--- config.mk ---
export PLATFORM = sky130hd
export DESIGN_NAME = rvx_front
export DESIGN_NICKNAME = d
export VERILOG_FILES = /design/src/hw/rtl/rvx_pkg.sv /design/src/hw/rtl/rvx_front.sv
export SDC_FILE = /design/constraint.sdc
export NUM_CORES = 1
export LEC_CHECK = 0
export ABC_CLOCK_PERIOD_IN_PS = 1200
export BUFFER_PORTS_ARGS = -buffer_cell sky130_fd_sc_hd__buf_2
export CAP_MARGIN = 20
export CORE_MARGIN = 2
export CORE_UTILIZATION = 22
export DETAILED_ROUTE_END_ITERATION = 7
export PLACE_DENSITY = 0.8
export SETUP_SLACK_MARGIN = 0.1
export SYNTH_ARGS = -nofsm -noshare
export SYNTH_HDL_FRONTEND = slang
export SYNTH_SLANG_ARGS = --single-unit
--- constraint.sdc ---
create_clock -name vclk -period 1.2
set_input_delay 0.24 -clock vclk [all_inputs]
set_output_delay 0.24 -clock vclk [all_outputs]
set_load 0.05 [all_outputs]
--- src/hw/rtl/rvx_pkg.sv ---
// Shared types and constants of the RV32 instruction executor.
// Depends on nothing; every other file of the block imports it.
`default_nettype none
package rvx_pkg;

	// Default sizes, the reset value of the data window base and the upper mask.
	localparam int unsigned DataBytesDef = 4096;
	localparam int unsigned InstWordsDef = 1024;
	localparam int unsigned RegCount     = 32;
	localparam int unsigned QueueDepth   = 2;
	localparam logic [31:0] DataBaseRst  = 32'h1000_0000;
	localparam logic [31:0] UpperMask    = 32'hFFFF_F000;

	// Request kinds.
	typedef enum logic [1:0] {
		ACT_LOAD  = 2'd0,
		ACT_STEP  = 2'd1,
		ACT_RDREG = 2'd2,
		ACT_RDMEM = 2'd3
	} action_t;

	// Major opcodes.
	localparam logic [6:0] OP_REG    = 7'h33;
	localparam logic [6:0] OP_IMM    = 7'h13;
	localparam logic [6:0] OP_LUI    = 7'h37;
	localparam logic [6:0] OP_AUIPC  = 7'h17;
	localparam logic [6:0] OP_JAL    = 7'h6F;
	localparam logic [6:0] OP_JALR   = 7'h67;
	localparam logic [6:0] OP_BRANCH = 7'h63;
	localparam logic [6:0] OP_LOAD   = 7'h03;
	localparam logic [6:0] OP_STORE  = 7'h23;

	// Function codes.
	localparam logic [6:0] F7_BASE = 7'h00;
	localparam logic [6:0] F7_ALT  = 7'h20;
	localparam logic [6:0] F7_MUL  = 7'h01;
	localparam logic [2:0] F3_ADD  = 3'd0;
	localparam logic [2:0] F3_SLL  = 3'd1;
	localparam logic [2:0] F3_SLT  = 3'd2;
	localparam logic [2:0] F3_XOR  = 3'd4;
	localparam logic [2:0] F3_SR   = 3'd5;
	localparam logic [2:0] F3_OR   = 3'd6;
	localparam logic [2:0] F3_AND  = 3'd7;
	localparam logic [2:0] F3_BEQ  = 3'd0;
	localparam logic [2:0] F3_BNE  = 3'd1;
	localparam logic [2:0] F3_BLT  = 3'd4;
	localparam logic [2:0] F3_BGE  = 3'd5;
	localparam logic [2:0] F3_BYTE = 3'd0;
	localparam logic [2:0] F3_HALF = 3'd1;
	localparam logic [2:0] F3_WORD = 3'd2;

	// Back end sequencer states.
	typedef enum logic [2:0] {
		ST_CLEAR,
		ST_IDLE,
		ST_FETCH,
		ST_REGS,
		ST_MEM,
		ST_RDREG,
		ST_OUT
	} state_t;

	// Input request as seen on the ports.
	typedef struct packed {
		logic [1:0]  action;
		logic [31:0] address;
		logic [31:0] word;
	} req_t;

	// Result item.
	typedef struct packed {
		logic [31:0] pc_of_step;
		logic [31:0] instr_seen;
		logic [31:0] value;
		logic        reg_written;
		logic [4:0]  reg_index;
		logic        mem_written;
		logic [31:0] mem_address;
		logic        halted;
		logic        fault;
	} res_t;

	// Classified request handed from the front end to the back end.
	typedef struct packed {
		action_t     action;
		logic [31:0] address;
		logic [31:0] word;
		logic        addr_bad;
	} cmd_t;

endpackage
`default_nettype wire

--- src/hw/rtl/rvx_front.sv ---
// Front end: takes and classifies requests, flagging bad load and register addresses.
// Depends on rvx_pkg; feeds the command queue in front of rvx_back.
`default_nettype none
module rvx_front import rvx_pkg::*; #(
	parameter int unsigned INST_WORDS = InstWordsDef
) (
	input  wire req_t req,
	input  wire logic push,
	output logic      full,
	output cmd_t      cmd,
	output logic      cmd_push,
	input  wire logic cmd_full
);

	logic load_bad, reg_bad;

	// A load needs a word-aligned address inside instruction memory.
	assign load_bad = (req.address[1:0] != 2'b00) ||
		({2'b00, req.address[31:2]} >= 32'(INST_WORDS));
	// A register read needs an index below the register count.
	assign reg_bad = (req.address >= 32'(RegCount));

	always_comb begin
		cmd.action  = action_t'(req.action);
		cmd.address = req.address;
		cmd.word    = req.word;
		case (action_t'(req.action))
			ACT_LOAD:  cmd.addr_bad = load_bad;
			ACT_RDREG: cmd.addr_bad = reg_bad;
			default:   cmd.addr_bad = 1'b0;
		endcase
	end

	assign full     = cmd_full;
	assign cmd_push = push;

endmodule
`default_nettype wire

## Word level (Yosys, flattened, before mapping)

Index checks and enable logic that the tools add are counted.

| word-level totals | value |
|---|---|
| flip-flop bits (word level) | 0 |
| input bits | 68 |
| word-level logic and storage cells | 7 |

| operators by class | value |
|---|---|
| $lt $le $gt $ge | 2 |
| eq/ne operators | 1 |
| muxes and demuxes | 1 |
| reductions and logical operators | 3 |

Operators by type and width:

| kind | count |
|---|---|
| $ge A32 B6 Y1 const B | 1 |
| $ge A30 B11 Y1 const B | 1 |
| $eq A2 B2 Y1 const B | 1 |
| $logic_not A2 Y1 | 1 |
| $pmux W1 S2 | 1 |
| $reduce_bool A2 Y1 | 1 |
| $logic_or A1 B1 Y1 | 1 |

## Longest topological paths before layout

| depth | value |
|---|---|
| word-level depth | 3 |
| depth in mapped cells | 4 |
| depth with buffers taken out | 4 |

## Least setup slack after synthesis

OpenSTA, ideal clock, no wires.

| path | value |
|---|---|
| kind | input to output |
| start point | input port req[42] (netlist name) |
| end point | output port cmd[0] (netlist name) |
| data arrival time | 1.625 ns |
| required time | 0.960 ns |
| setup slack | -0.665 ns |
| stages on the path | 4 |
| cell sequence | nor4_2 -> nand4_1 -> a32o_1 -> a21oi_1 |

RTL lines:

| item | line | source |
|---|---|---|
| start: declaration | rvx_front.sv:7 | `input wire req_t req,` |
| end: declaration | rvx_front.sv:10 | `output cmd_t cmd,` |

==> flow_summary_export.csv <==
group,metric,value,unit
global_routing,grt_usage,6.63,%
worst_setup_path,max_stage_delay,0.54,ns
floorplan,rows,19,
floorplan,initial_core_util,22.9,%
routing,final_antenna_net_count,0,
sta,worst_hold_slack,0.480,ns
power_and_ir_drop,p_per_area,668,nW/µm²
routing,avgViaCountPerCell,4.09,
sta,rsz0062_at_grt,"true",
floorplan,fp.dieW,57.2,µm
cts,cts_hold_buf,0,
global_routing,antenna_found_initial,0,
synth,syn_nets,150,
global_routing,grt_pass1_wl,1730,µm
power_and_ir_drop,ir_drop,215,µV
routing,drc_errors,0,
place,port_buffers,69,
routing,wl_per_cell,11.4,µm
worst_setup_path,crit_slowest_cell,"or4_4",
synth,netlist_area,622,µm²
sta,finalWorstPathRequiredPeriod,1.62,ns
floorplan,die-area,3270,µm²
min_path,min_to,"cmd[27]",
min_path,hold_path.class,"in -> out",
routing,drtIter0Drc,5,
cells_and_area,final_area,586,µm²
cells_and_area,seq_cells,0,
worst_setup_path,cp.required,0.96,ns
routing,first_pass_iters,2,
floorplan,core-area,2710,µm²
worst_setup_path,startpoint_type,"input port",
worst_setup_path,cp_max_fo,2,
worst_setup_path,cp_common_cell,"buf_6",
synth,yosysSeqAreaShare,0,%
global_routing,first_global_vias,408,
cells_and_area,drive_gt1_share,93.1,%
synth,yosys_warnings,0,
routing,drt-total-wl,1340,µm
sta,final_hold_viol_count,0,
global_routing,grt_max_degree,4,
worst_setup_path,arrival,1.38,ns
worst_setup_path,cp-end-kind,"primary output",
sta,worst_pin_slew,0.358,ns
global_routing,gr-total-overflow,0,
min_path,holdPathStages,0,
sta,fmax,0.616,GHz
worst_setup_path,worstSetupPathType,"in -> out",
cells_and_area,seqCellArea,0,µm²
cells_and_area,final_common_cell,"buf_2",
job,drv_cap,0,
sta,maxSlewHeadroom,76.0,%
min_path,min-delay-start,"req[26]",
sta,fin_ws,-0.423,ns
cells_and_area,area_growth,-5.83,%
cells_and_area,nets,157,
sta,setup_viol,1,
power_and_ir_drop,p_leak,0.327,nW
synth,syn_area_per_cell,7.58,µm²
status,violations,"setup timing",
sta,slew_viol_final,0,
worst_setup_path,crit_chain,"buf_6, or4_4, nor4_4, a21oi_4, buf_6",
sta,finalCritPeriodShare,135,%
power_and_ir_drop,p_total,391,µW
cells_and_area,mostFrequentLayoutCells,"buf_2 (66), buf_4 (4), nor3_1 (3), buf_6 (3)",
routing,num_vias,483,
status,status,"finished, violations left",
place,gp_congestion,0.608,
place,placed_area,548,µm²
synth,netlist_instances,82,
cells_and_area,num_antenna_cells,0,
floorplan,num_io_pins,137,
cells_and_area,clock_buffers,0,
floorplan,chipHeight,57.2,µm
synth,synthDistinctLibCells,9,
cells_and_area,nFillCells,312,
==> logic make-up (layout without fill, tap and decap cells) <==
| kind of cell | after synthesis | in the layout | share of synthesized area, % |
|---|---|---|---|
| buffers and inverters | 68 | 73 | 82.1 |
| AOI/OAI and AO/OA | 2 | 2 | 2.41 |
| and+or+nand+nor | 12 | 12 | 15.5 |
==> synth_stat cells <==
cell	number	area [µm²]
nor4b_2	1	15.0
a21oi_1	1	5.00
nor4_2	2	25.0
buf_4	68	510
nor3_1	4	20.0
nand4_1	2	12.5
or4_4	1	11.3
a32o_1	1	10.0
nor4_1	2	12.5
==> power breakdown <==
part / internal (mW) / leakage (nW) / switching, mW
clock: 0 / 0 / 0
sequential: 0 / 0 / 0
combinational: 0.104 / 0.327 / 0.287
total: 0.104 / 0.327 / 0.287
==> stage by stage <==
stage | setup WS, ns | setup TNS (ns) | instances | utilization, %
2_1_floorplan | -0.238 | -0.238 | 82 | -
3_3_place_gp | -0.546 | -0.546 | 117 | 20.2
3_5_place_dp | -0.545 | -0.545 | 117 | 20.2
4_1_cts | -0.499 | -0.499 | 117 | 20.9
5_1_grt | -0.468 | -0.468 | 118 | 21.6
6_report | -0.423 | -0.423 | 118 | 21.6
==> how the worst max path moves through the flow <==
stage | start | cells past startpoint | slack, ns | end
2_1_floorplan | req[44] | 3 | -0.24 | cmd[0]
3_3_place_gp | req[43] | 6 | -0.55 | cmd[0]
3_5_place_dp | req[43] | 6 | -0.54 | cmd[0]
4_1_cts | req[54] | 5 | -0.50 | cmd[0]
5_1_grt | req[54] | 5 | -0.47 | cmd[0]
6_report | req[54] | 5 | -0.42 | cmd[0]
==> what timing repair did <==
| item | CTS | global route |
|---|---|---|
| endpoints found under the setup margin | 1 | 1 |
| setup buffers | 0 | 1 |
| gates resized for setup | 4 | 2 |
| pin swaps | 3 | 2 |
==> worst max-delay path, delay by kind of cell <==
family	cells	cell delay, ns
and+or+nand+nor	2	0.81
buffers and inverters	2	0.25
AOI/OAI and AO/OA	1	0.08
==> cell type report <==
class | count | area [µm²] | share of cell area [%]
Multi-Input combinational cell | 14 | 153 | 26.1
Tap cell | 31 | 38.8 | 6.62
Timing Repair Buffer | 73 | 394 | 67.3
==> layer usage <==
metal | vias to the layer above | wire length, µm | global-route usage, % | share of wire, %
li1 | 215 | - | - | -
met1 | 204 | 471 | 7.28 | 35
met2 | 56 | 606 | 12.2 | 45
met3 | 8 | 227 | 1.59 | 17
met4 | 0 | 35 | 2.66 | 2.6
met5 | - | 0 | 0 | 0
(Power assumes the default switching activity.)
