`config.mk`:
```
export PLATFORM = sky130hd
export DESIGN_NAME = rvx_fifo
export DESIGN_NICKNAME = d
export VERILOG_FILES = /design/src/hw/rtl/rvx_pkg.sv /design/src/hw/rtl/rvx_fifo.sv
export SDC_FILE = /design/constraint.sdc
export NUM_CORES = 1
export LEC_CHECK = 0
export BUFFER_PORTS_ARGS = -buffer_cell sky130_fd_sc_hd__buf_2
export CORE_AREA = 2 2 39 41
export CTS_CLUSTER_SIZE = 30
export DETAILED_ROUTE_END_ITERATION = 10
export DIE_AREA = 0 0 41 43
export PLACE_DENSITY_LB_ADDON = 0.15
export REMOVE_ABC_BUFFERS = 1
export SYNTH_ARGS = -nofsm -noshare
export SYNTH_HDL_FRONTEND = slang
export SYNTH_SLANG_ARGS = --single-unit
```
`constraint.sdc`:
```
create_clock -name clk -period 2.8 [get_ports clk]
set_clock_uncertainty 0.1 [all_clocks]
set_input_delay 0.14 -clock clk [delete_from_list [all_inputs] [get_ports clk]]
set_output_delay 0.14 -clock clk [all_outputs]
set_load 0.05 [all_outputs]
```
`src/hw/rtl/rvx_pkg.sv`:
```
// Shared types and constants of the RV32 instruction executor.
// Depends on nothing; every other file of the block imports it.
`default_nettype none
package rvx_pkg;

	// Default sizes, the reset value of the data window base and the upper mask.
	localparam int unsigned DataBytesDef = 4096;
	localparam int unsigned InstWordsDef = 1024;
	localparam int unsigned RegCount     = 32;
	localparam int unsigned QueueDepth   = 2;
	localparam logic [31:0] DataBaseRst  = 32'h1000_0000;
	localparam logic [31:0] UpperMask    = 32'hFFFF_F000;

	// Request kinds.
	typedef enum logic [1:0] {
		ACT_LOAD  = 2'd0,
		ACT_STEP  = 2'd1,
		ACT_RDREG = 2'd2,
		ACT_RDMEM = 2'd3
	} action_t;

	// Major opcodes.
	localparam logic [6:0] OP_REG    = 7'h33;
	localparam logic [6:0] OP_IMM    = 7'h13;
	localparam logic [6:0] OP_LUI    = 7'h37;
	localparam logic [6:0] OP_AUIPC  = 7'h17;
	localparam logic [6:0] OP_JAL    = 7'h6F;
	localparam logic [6:0] OP_JALR   = 7'h67;
	localparam logic [6:0] OP_BRANCH = 7'h63;
	localparam logic [6:0] OP_LOAD   = 7'h03;
	localparam logic [6:0] OP_STORE  = 7'h23;

	// Function codes.
	localparam logic [6:0] F7_BASE = 7'h00;
	localparam logic [6:0] F7_ALT  = 7'h20;
	localparam logic [6:0] F7_MUL  = 7'h01;
	localparam logic [2:0] F3_ADD  = 3'd0;
	localparam logic [2:0] F3_SLL  = 3'd1;
	localparam logic [2:0] F3_SLT  = 3'd2;
	localparam logic [2:0] F3_XOR  = 3'd4;
	localparam logic [2:0] F3_SR   = 3'd5;
	localparam logic [2:0] F3_OR   = 3'd6;
	localparam logic [2:0] F3_AND  = 3'd7;
	localparam logic [2:0] F3_BEQ  = 3'd0;
	localparam logic [2:0] F3_BNE  = 3'd1;
	localparam logic [2:0] F3_BLT  = 3'd4;
	localparam logic [2:0] F3_BGE  = 3'd5;
	localparam logic [2:0] F3_BYTE = 3'd0;
	localparam logic [2:0] F3_HALF = 3'd1;
	localparam logic [2:0] F3_WORD = 3'd2;

	// Back end sequencer states.
	typedef enum logic [2:0] {
		ST_CLEAR,
		ST_IDLE,
		ST_FETCH,
		ST_REGS,
		ST_MEM,
		ST_RDREG,
		ST_OUT
	} state_t;

	// Input request as seen on the ports.
	typedef struct packed {
		logic [1:0]  action;
		logic [31:0] address;
		logic [31:0] word;
	} req_t;

	// Result item.
	typedef struct packed {
		logic [31:0] pc_of_step;
		logic [31:0] instr_seen;
		logic [31:0] value;
		logic        reg_written;
		logic [4:0]  reg_index;
		logic        mem_written;
		logic [31:0] mem_address;
		logic        halted;
		logic        fault;
	} res_t;

	// Classified request handed from the front end to the back end.
	typedef struct packed {
		action_t     action;
		logic [31:0] address;
		logic [31:0] word;
		logic        addr_bad;
	} cmd_t;

endpackage
`default_nettype wire

```
`src/hw/rtl/rvx_fifo.sv`:
```
// Small synchronous queue used between front end, back end and result port.
// Depends on rvx_pkg for the default depth; Depth must be a power of two.
`default_nettype none
module rvx_fifo import rvx_pkg::*; #(
	parameter type T = logic,
	parameter int unsigned Depth = QueueDepth
) (
	input  wire logic clk,
	input  wire logic arst_n,
	input  wire logic push,
	input  wire T     wdata,
	output logic      full,
	input  wire logic pop,
	output T          rdata,
	output logic      empty
);

	localparam int unsigned PW = (Depth > 1) ? $clog2(Depth) : 1;
	localparam int unsigned CntW = $clog2(Depth + 1);

	T                slot_q [Depth];
	logic [PW-1:0]   wr_ptr_q, rd_ptr_q;
	logic [CntW-1:0] cnt_q;
	logic            do_push, do_pop;

	assign full    = (cnt_q == CntW'(Depth));
	assign empty   = (cnt_q == '0);
	assign do_push = push && !full;
	assign do_pop  = pop && !empty;
	assign rdata   = slot_q[rd_ptr_q];

	// Pointers and fill count.
	always_ff @(posedge clk or negedge arst_n) begin
		if (!arst_n) begin
			wr_ptr_q <= '0;
			rd_ptr_q <= '0;
			cnt_q    <= '0;
		end else begin
			if (do_push) wr_ptr_q <= (wr_ptr_q == PW'(Depth - 1)) ? '0 : wr_ptr_q + 1'b1;
			if (do_pop) rd_ptr_q <= (rd_ptr_q == PW'(Depth - 1)) ? '0 : rd_ptr_q + 1'b1;
			if (do_push && !do_pop) cnt_q <= cnt_q + 1'b1;
			else if (do_pop && !do_push) cnt_q <= cnt_q - 1'b1;
		end
	end

	// Storage.
	always_ff @(posedge clk) begin
		if (do_push) slot_q[wr_ptr_q] <= wdata;
	end

endmodule
`default_nettype wire

```
# Yosys cells after proc, flatten, opt, wreduce, memory -nomap -nowiden
# Memories as Yosys holds them, arrays and structs flattened.
# Cells that the tools add are included.
[word_totals]
register_bits = 4
latch_bits = 0
mem_bits_rw = 2
rom_bits = 0
in_bits = 5
output_inout_bits = 3
n_memories = 1
[classes]
n_addsub = 4
multipliers = 0
div = 0
magnitude_cmp = 0
n_eq_ne = 1
shift = 0
mux = 6
bitwise_logic = 0
reduce_logical = 10
[memory_table]
columns = ["name", "words", "width", "rd", "rd_clocked_by_memory_dff", "write_ports", "line_no", "text"]
rows = [
  ["slot_q", 2, 1, 1, 0, 1, "rvx_fifo.sv:21", "T slot_q [Depth];"],
]
[ops]
columns = ["cell", "n"]
rows = [
  ["1-bit logical AND", 4],
  ["1-bit logical NOT", 4],
  ["1-bit two-way mux", 4],
  ["2-bit two-way mux", 2],
  ["1-bit adder (second input constant)", 2],
  ["2-bit by 1-bit adder with 2-bit output (second input constant)", 1],
  ["2-bit equality test (second input constant)", 1],
  ["2-bit logical NOT", 1],
  ["2-bit nonzero test", 1],
  ["2-bit by 1-bit subtractor with 2-bit output (second input constant)", 1],
]

# Depth between registers and ports, before layout
# Gate-level depths: netlist (run 1).
[depth]
depth_word = 7
ltp_mapped = 7
ltp_nobuf = 7

# Worst setup path after synthesis (run 1)
# No wires, ideal clock.
[synth_timing]
path_kind = "flip-flop to flip-flop"
startpoint = "reg cnt_q[0]"
endpoint = "reg cnt_q[1]"
arrival_ps = 1282
required_time_ps = 2621
setup_slack_ps = 1339
stages_incl_launch_ff = 7
path_buffers = 0
path_cell_list = "dfrtp_1 -> nand2b_1 -> nand2_1 -> inv_1 -> ha_1 -> nor2_1 -> xor2_1"
[synth_via]
elab_chain_len = 6
[synth_lines]
columns = ["item", "line_no", "text"]
rows = [
  ["start, declared", "rvx_fifo.sv:23", "logic [CntW-1:0] cnt_q;"],
  ["start signal, assigned", "rvx_fifo.sv:41", "if (do_push && !do_pop) cnt_q <= cnt_q + 1'b1;"],
  ["start signal, assigned", "rvx_fifo.sv:42", "else if (do_pop && !do_push) cnt_q <= cnt_q - 1'b1;"],
  ["2-bit equality test / 2-bit logical NOT (equally long branches)", "rvx_fifo.sv:26, rvx_fifo.sv:27", ""],
  ["1-bit logical NOT, on equally long branches", "rvx_fifo.sv:28, rvx_fifo.sv:29", ""],
  ["1-bit logical AND, on equally long branches", "rvx_fifo.sv:28, rvx_fifo.sv:29", ""],
  ["1-bit logical NOT, on equally long branches", "rvx_fifo.sv:42, rvx_fifo.sv:41", ""],
  ["1-bit logical AND, on equally long branches", "rvx_fifo.sv:42, rvx_fifo.sv:41", ""],
  ["2-bit nonzero test (no source line) / 2-bit two-way mux (equally long branches)", "--", ""],
]
# Several ways; a longest one is shown, not always the timed one. The select of a mux whose other input is x is not followed.
# A chain may end at the register's enable or synchronous reset.

# Final worst setup path (run 1)
# Same ends and word-level chain as after synthesis.

==> results of run 1 <==
-- kinds of logic after synthesis --
| logic type | count (synthesis) | synth area share (%) |
|---|---|---|
| DFF | 6 | 59.8 |
| xor gates and xnor gates | 5 | 16.4 |
| adders and majority gates | 1 | 4.67 |
| buffers and inverters | 2 | 2.80 |
| AOI/OAI and AO/OA | 1 | 1.87 |
| muxes | 1 | 4.21 |
| and+or+nand+nor | 6 | 10.3 |
-- timing repair --
action                    CTS  global route
hold buffers                2             0
hold endpoints to repair    6             0
gates resized for setup     0             0
-- power groups by stage --
stage                     Clock (mW)  Sequential, mW  Combinational (mW)
final                         0.0894           0.165               0.220
after floorplan                    0           0.160               0.178
after CTS                     0.0938           0.165               0.223
after global placement             0           0.165               0.212
after detailed placement           0           0.166               0.219
after global routing           0.105           0.173               0.242
-- per-layer routing --
layer,routed length [um],vias to the layer above
li1,-,96
met1,222,94
met2,273,5
met3,38,2
met4,7,0
met5,0,-
-- stage by stage --
stage / utilization [%] / power [mW] / hold WS [ps] / std cells
after CTS: 26.7 / 0.482 / 110 / 51
after global placement: 23.3 / 0.377 / -142 / 45
after floorplan: - / 0.337 / -256 / 22
after global routing: 26.7 / 0.519 / 130 / 51
final: 26.7 / 0.474 / 119 / 51
after detailed placement: 23.3 / 0.385 / -141 / 45
-- layout by cell type (no fill, tap or decap) --
cell type / instances
dfrtp_1: 4
and3_1: 1
inv_1: 2
ha_1: 1
clkbuf_4: 3
mux2_2: 1
xor2_1: 2
dlygate4sd3_1: 2
o21ai_1: 1
nand2b_1: 1
edfxtp_1: 2
xnor2_1: 3
nand2_1: 1
nor2_1: 3
buf_2: 7
clkbuf_1: 1
-- registers in the layout, summed over array words and instances, names as in the netlist --
name and flops:
slot_q 2, cnt_q 2, wr_ptr_q 1, rd_ptr_q 1
-- how the worst max path moves through the flow --
stage          cells past startpoint  slack, ps              endpoint
6_report                           7       1220  cnt_q[1]$_DFFE_PN0P_
5_1_grt                            7       1050  cnt_q[1]$_DFFE_PN0P_
4_1_cts                            7       1210  cnt_q[1]$_DFFE_PN0P_
3_5_place_dp                       7       1210  cnt_q[1]$_DFFE_PN0P_
3_3_place_gp                       6       1280  cnt_q[1]$_DFFE_PN0P_
2_1_floorplan                      6       1340  cnt_q[1]$_DFFE_PN0P_
-- cell usage after synthesis, drive strengths merged --
cell type | instances | share of area (%)
nand2 | 1 | 1.4
nor2 | 3 | 4.2
inv | 2 | 2.8
and3 | 1 | 2.3
xor2 | 2 | 6.5
xnor2 | 3 | 9.8
mux2 | 1 | 4.2
ha | 1 | 4.7
dfrtp | 4 | 37
nand2b | 1 | 2.3
o21ai | 1 | 1.9
edfxtp | 2 | 22
-- cell type report --
cell class,count,share of cell area [%]
multi-input cells,14,27.1
well taps,16,5.42
clock buffers,4,7.12
repair buffers,9,14.9
inverters,2,2.03
flip-flops and latches,6,43.4
-- critical path: stages, from the launching register on --
cell      delay [ps]
dfrtp_1          420
nand2b_1         190
nand2_1          130
inv_1             60
ha_1             190
xor2_1           140
nor2_1           130
xor2_1           150
==> metrics, run 1 <==
#FFs+latches synth=6; Reg-to-Reg End=cnt_q[1]$_DFFE_PN0P_; synthesized instance count=22; Final Critical Period=1580 ps; Crit. End Element=flip-flop; antenna cells=0; DRT iter0 DRCs=1; die height=43 um; post-synthesis cell type count=12; Worst Reg2Reg Path Length in Cells=7; H-Tree Level Count=1; Row Count=14; setup bufs post-CTS=0; R2R Setup Slk=1220 ps; mapped cell area=268 um2; total CTS buffers=3; area grow syn2layout=37.9%; Initial Util=19.3%; Slew @ Worst Pin=258 ps; layer with the highest usage=met2; Slew HR=82.9%; VDD IR max=0.281 mV; Setup-failing EPs final=0; CP Data Required Time=2870 ps; Synth warnings=0; I/O Buffers=7; GRT Util Overall=9.88%; ratio of final minimum period to clock period=56.5%; Skew-Pair Late Insertion Delay=250 ps; DRC=0; vias in the first global route=230; Setup CP Type=flip-flop to flip-flop; final setup margin=1220 ps; Hold Path Class=input port to async pin; area occupied by registers=160 um2; CP arrival=1650 ps; Lkg Pwr=0.178 nW; post-route setup TNS=0 ps; Max Cap Viol=0; pre-CTS setup slack=1210 ps; routability cong.=0.733; combinational share of power=46.3%; area of the multi-input gates=100 um2; sw frac=44.0%; Worst R2R Start=cnt_q[0]$_DFFE_PN0P_; Filler Cells Inserted=146; routed len/inst=10.6 um; critical path startpoint category=flip-flop; register area share after synthesis=59.8%; Ports=8; Clock Tree Buf Depth=2; DP HPWL=406 um; Clk pin slew, worst setup/hold paths=50 ps; Reg power frac=34.8%; CTS root buf=clkbuf_4; 1st-pass router iterations=2; GR Util met3=7.85%; antenna-violating nets left=0; Die W=41 um; via/cell ratio=3.86; Synth Area per Inst=12.2 um2; CTS tree=done; status=completed; antenna violations before repair=0; die area=1760 um2; vias=197; largest net degree at the start of global routing=6; layout cell share with drive strength beyond 1=31.4%; Final Hold Viols=0; first-pass GRT wire length=1010 um; RSZ-0062 raised after global routing=no; total gr overflow=0; met1 Use GR=9.77%; Int Power=0.266 mW; Max Slew Vio Count=0; maximum fanout along the worst path=5; sw power=0.209 mW; Crit. Startpoint=cnt_q[0]$_DFFE_PN0P_; fin nets=42; Placeable Area=1380 um2; DP Area=323 um2; Clock Power Share=18.9%; P per Cell Area=1290 nW/um2; f_max=632 MHz; met2 GRT Util=12.8%; Final Cell Area=369 um2; Total Wirelength=541 um; # clock sinks=6
No activity file was read; power rests on OpenSTA's default activity.
==> inputs of run 2 (changes only) <==
--- a/config.mk
+++ b/config.mk
@@ -5,6 +5,7 @@
 export SDC_FILE = /design/constraint.sdc
 export NUM_CORES = 1
 export LEC_CHECK = 0
+export ABC_AREA = 1
 export BUFFER_PORTS_ARGS = -buffer_cell sky130_fd_sc_hd__buf_2
 export CORE_AREA = 2 2 39 41
 export CTS_CLUSTER_SIZE = 30
==> constraint.sdc (replaced) <==
create_clock -name clk -period 1.4 [get_ports clk]
set_clock_uncertainty 0.1 [all_clocks]
set_input_delay 0.07 -clock clk [delete_from_list [all_inputs] [get_ports clk]]
set_output_delay 0.07 -clock clk [all_outputs]
set_load 0.05 [all_outputs]
==> run 2 against run 1 <==
Net effect: clock power rose by 96%; synthesized cell count rose by 68%; final cell count rose by 39%; sequential share of layout area fell by 9.7 points; largest power group unchanged; non-clock buffer count rose by 5; utilization rose by 7.7 points; worst hold slack got worse by 58 ps; synthesized area rose by 14%.
==> metrics, run 2 <==
most instantiated cells after synthesis=nand2_1 (12), inv_1 (8), dfrtp_1 (4); CTS root buf=clkbuf_4; total gr overflow=0 (unchanged); die area=1760 um2 (unchanged); CP Data Required Time=1230 ps (-1640 ps); Ports=8 (unchanged); post-synthesis cell type count=12 (unchanged); ys async rst share=66.7% (unchanged); Total Wirelength=593 um (+9.6%); Clk pin slew, worst setup/hold paths=50 ps (about the same); f_max=756 MHz; maximum fanout along the worst path=4 (-1); Synth Area in Adders=4.10% (-0.57 points); register area share after synthesis=52.5% (-7.4 points); Max Cap Viol=0 (unchanged); Synth Area per Inst=8.25 um2 (-32%); #FFs+latches synth=6 (unchanged); simple logic cell fraction of the synthesized area=27.5% (+17 points); Yosys top cell area share=32.8% (-4.6 points); H-Tree Level Count=1 (unchanged); xor and xnor area share after synthesis=2.87% (-13 points); Placeable Area=1380 um2 (unchanged); Synth warnings=0 (unchanged); most common cell after layout, fill and taps aside=nand2_1; Initial Util=22.1% (+2.7 points); GRT Util Overall=7.79% (-2.1 points); total CTS buffers=3 (unchanged); vias=269 (+37%); Row Count=14 (unchanged); Worst R2R Start=cnt_q[0]$_DFFE_PN0P_; Slew @ Worst Pin=234 ps (-23.9 ps); area grow syn2layout=55.7%; status=completed; largest area contributor in the netlist=dfrtp_1; routability cong.=0.718 (-2.0%); worst hold slack=61.2 ps (-58.2 ps); synthesized instance count=37 (+68%); Non-Filler Instances=71 (+39%); Die W=41 um (unchanged); setup bufs post-CTS=0 (unchanged); antenna-violating nets left=0 (unchanged); Crit. Startpoint=cnt_q[1]$_DFFE_PN0P_; CTS tree=done; # clock sinks=6 (unchanged); critical path startpoint category=flip-flop; Lkg Pwr=0.245 nW (+38%); Placed Instances=64 (+42%); die height=43 um (unchanged); vias in the first global route=245 (+6.5%); largest family of logic cells by synthesized area=simple AND/OR/NAND/NOR gates; VDD IR max=0.809 mV (+190%); Final Critical Period=1320 ps; most frequent cells in the layout=nand2_1 (12), inv_1 (6), buf_2 (6), buf_4 (5), dfrtp_1 (4); first-pass GRT wire length=869 um (-14%); Max Slew Vio Count=0 (unchanged); R2R Setup Slk=80 ps (-1140 ps); via/cell ratio=3.79 (-1.9%); layout cell share with drive strength beyond 1=36.4% (+4.9 points); RSZ-0062 raised after global routing=yes; Worst Reg2Reg Path Length in Cells=6 (-1); antenna violations before repair=0 (unchanged); Crit. End Element=primary output; P per Cell Area=2380 nW/um2 (+85%); DP HPWL=452 um (+11%); I/O Buffers=7 (unchanged); Setup-failing EPs final=0 (unchanged); synth top area cells=dfrtp_1 (33%), edfxtp_1 (20%), nand2_1 (15%); number of synthesized flops with an enable pin=2 (unchanged); DRC=0 (unchanged); routed len/inst=8.35 um (-21%); 1st-pass router iterations=2 (unchanged); most frequent cell after synthesis=nand2_1; mux contribution to synthesized area=0% (-4.2 points); mapped cell area=305 um2 (+14%); CP arrival=1150 ps (-500 ps); DRT iter0 DRCs=2 (+1); fin nets=62 (+48%); Hold Path Class=input port to async pin; largest net degree at the start of global routing=5 (-1); Top Registers=cnt_q (2), slot_q (2); complex-gate fraction of the synthesized area=3.28% (+1.4 points); Skew-Pair Late Insertion Delay=240 ps (about the same); Final Hold Viols=0 (unchanged); antenna cells=0 (unchanged); Setup CP Type=flip-flop to primary output; ratio of final minimum period to clock period=94.5%; Reg-to-Reg End=cnt_q[1]$_DFFE_PN0P_; Clock Tree Buf Depth=2 (unchanged); Slew HR=84.2% (+1.3 points); Main synth FF type=dfrtp_1
-- run 2: changes by cell type after synthesis, sizes merged, moves of 2 or more --
cell / change
xnor2: -2
xor2: -2
inv: +6
nand2: +11
-- run 2: layout make-up --
cell class	instances	area, um2
well taps	16	20.0
inverters	8	30.0
multi-input cells	23	141
flip-flops and latches	6	160
clock buffers	4	26.3
repair buffers	14	97.6
fillers	159	908
-- run 2: worst max path at each step --
stage,end,slack [ps]
final,full,80
after floorplan,cnt_q[1]$_DFFE_PN0P_,-340
after global routing,cnt_q[1]$_DFFE_PN0P_,-10
after global placement,cnt_q[1]$_DFFE_PN0P_,-90
after detailed placement,cnt_q[1]$_DFFE_PN0P_,-80
after CTS,cnt_q[1]$_DFFE_PN0P_,10
-- run 2: metrics by stage --
stage / setup WS [ps] / TNS, ps / util [%] / total power, mW / area (um2)
floorplan: -338 / -784 / - / 0.705 / 305
global placement: -88.0 / -88.0 / 28.2 / 0.881 / 390
detailed placement: -76.5 / -76.5 / 28.2 / 0.878 / 390
CTS: 13.2 / 0 / 32.3 / 1.07 / 447
global route: -14.1 / -14.1 / 34.4 / 1.23 / 475
finish: 77.1 / 0 / 34.4 / 1.13 / 475
-- run 2: timing repair --
action,in CTS,in global routing
hold buffers,3,0
pin swaps,0,1
hold endpoints to repair,7,0
gates resized for setup,1,8
setup endpoints to repair,1,2
-- run 2: cell families (layout without fill, tap and decap cells) --
kind of cell / count (synthesis) / after routing
flip-flops: 6 / 6
adder cells (fa/ha/maj): 1 / 1
AND/OR/NAND/NOR: 19 / 19
buffers and inverters: 8 / 26
XOR/XNOR: 1 / 1
AO/OA/AOI/OAI: 2 / 2
-- run 2: metal layers --
layer	track usage [%]	share of wire [%]	up-vias
met5	0	0	-
met1	9.54	49	109
li1	-	-	152
met2	10.3	46	8
met3	1.57	4.4	0
met4	8.00	0	0
-- run 2: critical path, cell delays in order, from the launching register on --
cell and delay, ps:
dfrtp_1 410, inv_2 80, nor2_4 140, buf_4 120, buf_4 180
-- run 2: report_power, final --
part | switching (mW) | leakage, nW | internal (mW)
clock network | 0.0667 | 0.0150 | 0.108
registers | 0.0650 | 0.0665 | 0.259
logic | 0.385 | 0.164 | 0.246
total | 0.516 | 0.245 | 0.614
